**src/rtl/bfsa_pkg.sv**
```systemverilog
package bfsa_pkg;

	localparam int unsigned MaxJobsDefault  = 64;
	localparam int unsigned MemWordsDefault = 65536;
	localparam int unsigned SizeCeiling     = 65536;

	typedef enum logic [1:0] {
		MODE_ALLOC   = 2'd0,
		MODE_RELEASE = 2'd1,
		MODE_ADVANCE = 2'd2,
		MODE_COMPACT = 2'd3
	} mode_t;

	typedef enum logic [2:0] {
		ST_OK       = 3'd0,
		ST_DUP_ID   = 3'd1,
		ST_NO_FIT   = 3'd2,
		ST_NOT_FOUND = 3'd3,
		ST_FULL     = 3'd4
	} status_t;

	typedef enum logic [3:0] {
		S_IDLE,
		S_SCAN_RD,
		S_SCAN_EV,
		S_DECIDE,
		S_SHIFT_RD,
		S_SHIFT_WR,
		S_INSERT,
		S_DOWN_RD,
		S_DOWN_WR,
		S_FILT_RD,
		S_FILT_EV,
		S_REF_INIT,
		S_REF_RD,
		S_REF_EV,
		S_DONE
	} state_t;

	typedef struct packed {
		logic [23:0] remaining;
		logic [16:0] length;
		logic [16:0] base;
		logic [15:0] owner;
	} entry_t;

endpackage

```
**src/rtl/bfsa_table.sv**
```systemverilog
module bfsa_table
	import bfsa_pkg::*;
#(
	parameter int unsigned MAX_JOBS = MaxJobsDefault,
	localparam int unsigned IDX_W = (MAX_JOBS > 1) ? $clog2(MAX_JOBS) : 1
) (
	input  logic             clk,
	input  logic             we,
	input  logic [IDX_W-1:0] waddr,
	input  entry_t           wdata,
	input  logic [IDX_W-1:0] raddr,
	output entry_t           rdata
);

	entry_t mem_q [MAX_JOBS];
	entry_t rdata_q;

	always_ff @(posedge clk) begin
		if (we) begin
			mem_q[waddr] <= wdata;
		end
		rdata_q <= mem_q[raddr];
	end

	assign rdata = rdata_q;

endmodule

```
**config.mk**
```make
export PLATFORM = sky130hd
export DESIGN_NAME = bfsa_table
export DESIGN_NICKNAME = d
export VERILOG_FILES = /design/src/rtl/bfsa_pkg.sv /design/src/rtl/bfsa_table.sv
export SDC_FILE = /design/constraint.sdc
export NUM_CORES = 2
export LEC_CHECK = 0
export BUFFER_PORTS_ARGS = -buffer_cell sky130_fd_sc_hd__buf_2
export CAP_MARGIN = 5
export CORE_ASPECT_RATIO = 0.75
export CORE_MARGIN = 2
export CORE_UTILIZATION = 43
export DETAILED_ROUTE_END_ITERATION = 8
export PLACE_DENSITY_LB_ADDON = 0.1
export RECOVER_POWER = 25
export SYNTH_ARGS = -nofsm -noshare
export SYNTH_HDL_FRONTEND = slang
export SYNTH_MEMORY_MAX_BITS = 65536
export SYNTH_SLANG_ARGS = --single-unit
```
**constraint.sdc**
```tcl
create_clock -name clk -period 9.8 [get_ports clk]
set_input_delay 0.49 -clock clk [delete_from_list [all_inputs] [get_ports clk]]
set_output_delay 0.49 -clock clk [all_outputs]
set_load 0.005 [all_outputs]
```
==> flow_summary.toml <==
[outcome]
status = "complete, but fails checks"
failed_checks = "max-capacitance violations, max-slew violations"

[worst_setup_path]
path_cells = "dlygate4sd3_1, clkbuf_8, buf_12, nand3_4, buf_4, o22ai_1, a31oi_1, a21oi_1, nor3_1"
cp_data_arrival_time_ns = 5.33
timing.rr.end = "rdata[60]$_DFF_P_"
crit_path_end_kind = "register"
slowest_delay_ns = 0.78
critPathBufInv = 4
cp_max_fo = 86
required_ns = 10.70
slowest_stage = "a31oi_1"
rrSetupSlack_ns = 7.00
criticalPathCategory = "in2reg"
worst_r2r_startpoint = "mem_q[35][60]$_DFFE_PP_"
worstRegToRegCells = 5
crit_family = "buffers and inverters"
cp-start-kind = "input port"

[clocking]
clock_path_buffers = 4
cts_tree = "done"
clk_latency_ns = 1.04
clock_sinks = 4810
htreeDepth = 5
cts_resized = 0
path_clk_slew_ns = 0.06
cts_buffers = 465
root_buffer = "clkbuf_16"

[logic_synthesis]
syn_area_um2 = 181000
synthDistinctLibCells = 32
ys_warn_count = 0
synth_top_family_by_area = "multiplexers"
synthFlopType = "edfxtp_1"
synthAdderAreaFrac_pct = 0
synth_seq_cells = 4810
syn_area_per_cell_um2 = 23.6
synth-xor-area-share_pct = 0
synth-edff-count = 4736
postSynthNetCount = 7745
synth_simple_gate_area_share_pct = 1.03
seq_area_frac_synth_pct = 79.5
synth-compound-area-share_pct = 2.17
synth_mux_area_share_pct = 16.2
synthCells = 7657
async_flop_share_pct = 0

[grt]
grt.total_usage_pct = 25.4
grt_first_pass_wirelength_um = 745000
grt_max_degree = 117
first_global_vias = 87500
antenna_found_initial = 39
grt_overflow = 0

[cells_and_area]
drive_above_1_share_pct = 28.7
seq_area_um2 = 144000
mostFrequentLayoutCells = "4736 x edfxtp_1, 1211 x mux4_2, 471 x clkbuf_16"
nNetsFinal = 8178
multi_input_area_um2 = 35600
fin_area_um2 = 204000
final_common_cell = "edfxtp_1"
area_delta_synth_final_pct = 13.1
nFillCells = 33700

[floorplanning]
core_area_um2 = 419000
pin_count = 162
rows = 206
start_util_pct = 43.1
die-area_um2 = 426000
die_w_um = 753
die_h_um = 565

[sta]
max_slew.worst_pin.slew_ns = 2.80
fin_tns_setup_ns = 0
min_period_ns = 4.42
finalClockSkew_ns = 0.0562
maxSlewHeadroom_pct = -86.7
fmax_mhz = 226
timing.final.ws_setup_ns = 5.38
slew_viol_final = 3380
setup_violations = 0
rsz0062_at_grt = "no"
hold_violations = 0
post-route-period-util_pct = 45.1
whs_ns = 0.221

[detailed_routing]
drt_iter0_drc = 12200
wire_per_inst_um = 38.7
wirelength_um = 546000
drc = 0
firstDrtPassIters = 8
antenna_left = 0
vias = 88400
vias_per_cell = 6.26

[placement]
io_buffer_count = 161
pre_cts_ws_ns = 4.55
dpl_cell_area_um2 = 189000
gp_congestion = 0.747
dp_hpwl_um = 277000

[pwr]
p_leak_uw = 0.0628
ir_worst_vdd_mv = 0.150
power_density_nw_per_um2 = 209

[flow_run]
cap_violations = 52

[worst_hold_path]
min_from = "raddr[4]"
hold-path-endpoint = "rdata[16]$_DFF_P_"
hp-class = "in2reg"
hold_path_depth = 4
## synth_stat cells, types with 4 or more instances
cell	instances	share of area (%)
a21oi_1	177	0.49
clkbuf_1	181	0.38
o32ai_1	9	0.044
nand2_1	183	0.38
o22ai_1	99	0.34
nand2b_1	5	0.017
nor2_1	94	0.20
buf_1	60	0.12
buf_4	38	0.16
mux2_2	132	0.82
a31o_2	9	0.044
o21ai_0	10	0.028
buf_2	139	0.38
nand3_1	53	0.15
a31oi_1	33	0.11
a222oi_1	33	0.18
mux4_2	1211	15
nand3b_1	4	0.017
dfxtp_1	74	0.82
nor3_1	68	0.19
edfxtp_1	4736	79
buf_6	12	0.075
a22oi_1	224	0.93
nor2b_1	13	0.045
mux2i_1	48	0.27
## worst register-to-register path, stage by stage (launching register included)
cell	delay (ns)
edfxtp_1	0.35
mux2_2	0.26
a222oi_1	0.38
a31oi_1	0.43
a21oi_1	1.02
nor3_1	0.18
## power by group
group | leakage, uW | total (uW) | switching [uW] | internal, uW
combinational | 0.0122 | 1970 | 1260 | 711
clock | 0.00738 | 17900 | 7880 | 10000
sequential | 0.0432 | 22900 | 91.1 | 22800
## metal layers
layer	GRT usage, %	up-vias	part of all wire (%)
met4	5.13	20	2.0
met5	0	-	0.022
met1	39.5	49700	45
li1	-	33900	-
met3	4.14	675	8.3
met2	38.1	4140	45
## timing repair
action                                 4_1_cts  5_1_grt
hold buffers                                 1        0
buffers inserted                             0        0
endpoints found under the hold margin       11        0
## layout make-up
cell class                 instances  area share (%)
sequential                      4810            70.3
clock buffer                     611            6.18
inverter                           1         0.00551
timing repair buffer             396            1.44
antenna                            4         0.00490
multi-input combinational       2416            17.4
tap                             5616            3.44
clock inverter                   267            1.23
## sequential cells by signal, indices dropped and copies added, names as in the netlist
register  flops
rdata        74
mem_q      4736
## cell families after synthesis
logic type,after synthesis
flip-flops,4810
AO/OA/AOI/OAI,594
buffers and inverters,431
multiplexers,1391
AND/OR/NAND/NOR,431
## how the worst max path moves through the flow
| stage | start | endpoint | slack, ns | cells past startpoint |
|---|---|---|---|---|
| 6_report | raddr[5] | rdata[60]$_DFF_P_ | 5.38 | 9 |
| 5_1_grt | raddr[0] | rdata[60]$_DFF_P_ | 5.46 | 8 |
| 4_1_cts | raddr[5] | rdata[60]$_DFF_P_ | 5.62 | 9 |
| 3_5_place_dp | raddr[0] | rdata[60]$_DFF_P_ | 4.55 | 8 |
| 3_3_place_gp | raddr[0] | rdata[60]$_DFF_P_ | 4.54 | 8 |
| 2_1_floorplan | waddr[3] | mem_q[48][0]$_DFFE_PP_ | 3.17 | 4 |
## stage by stage
stage          utilization (%)  total power, uW  instances
3_3_place_gp              45.2            25300      13200
5_1_grt                   48.8            43900      14100
3_5_place_dp              45.2            25300      13200
6_report                  48.8            42800      14100
2_1_floorplan                -            24300       7657
4_1_cts                   48.8            43100      14100
No activity file was read; power rests on OpenSTA's default activity.
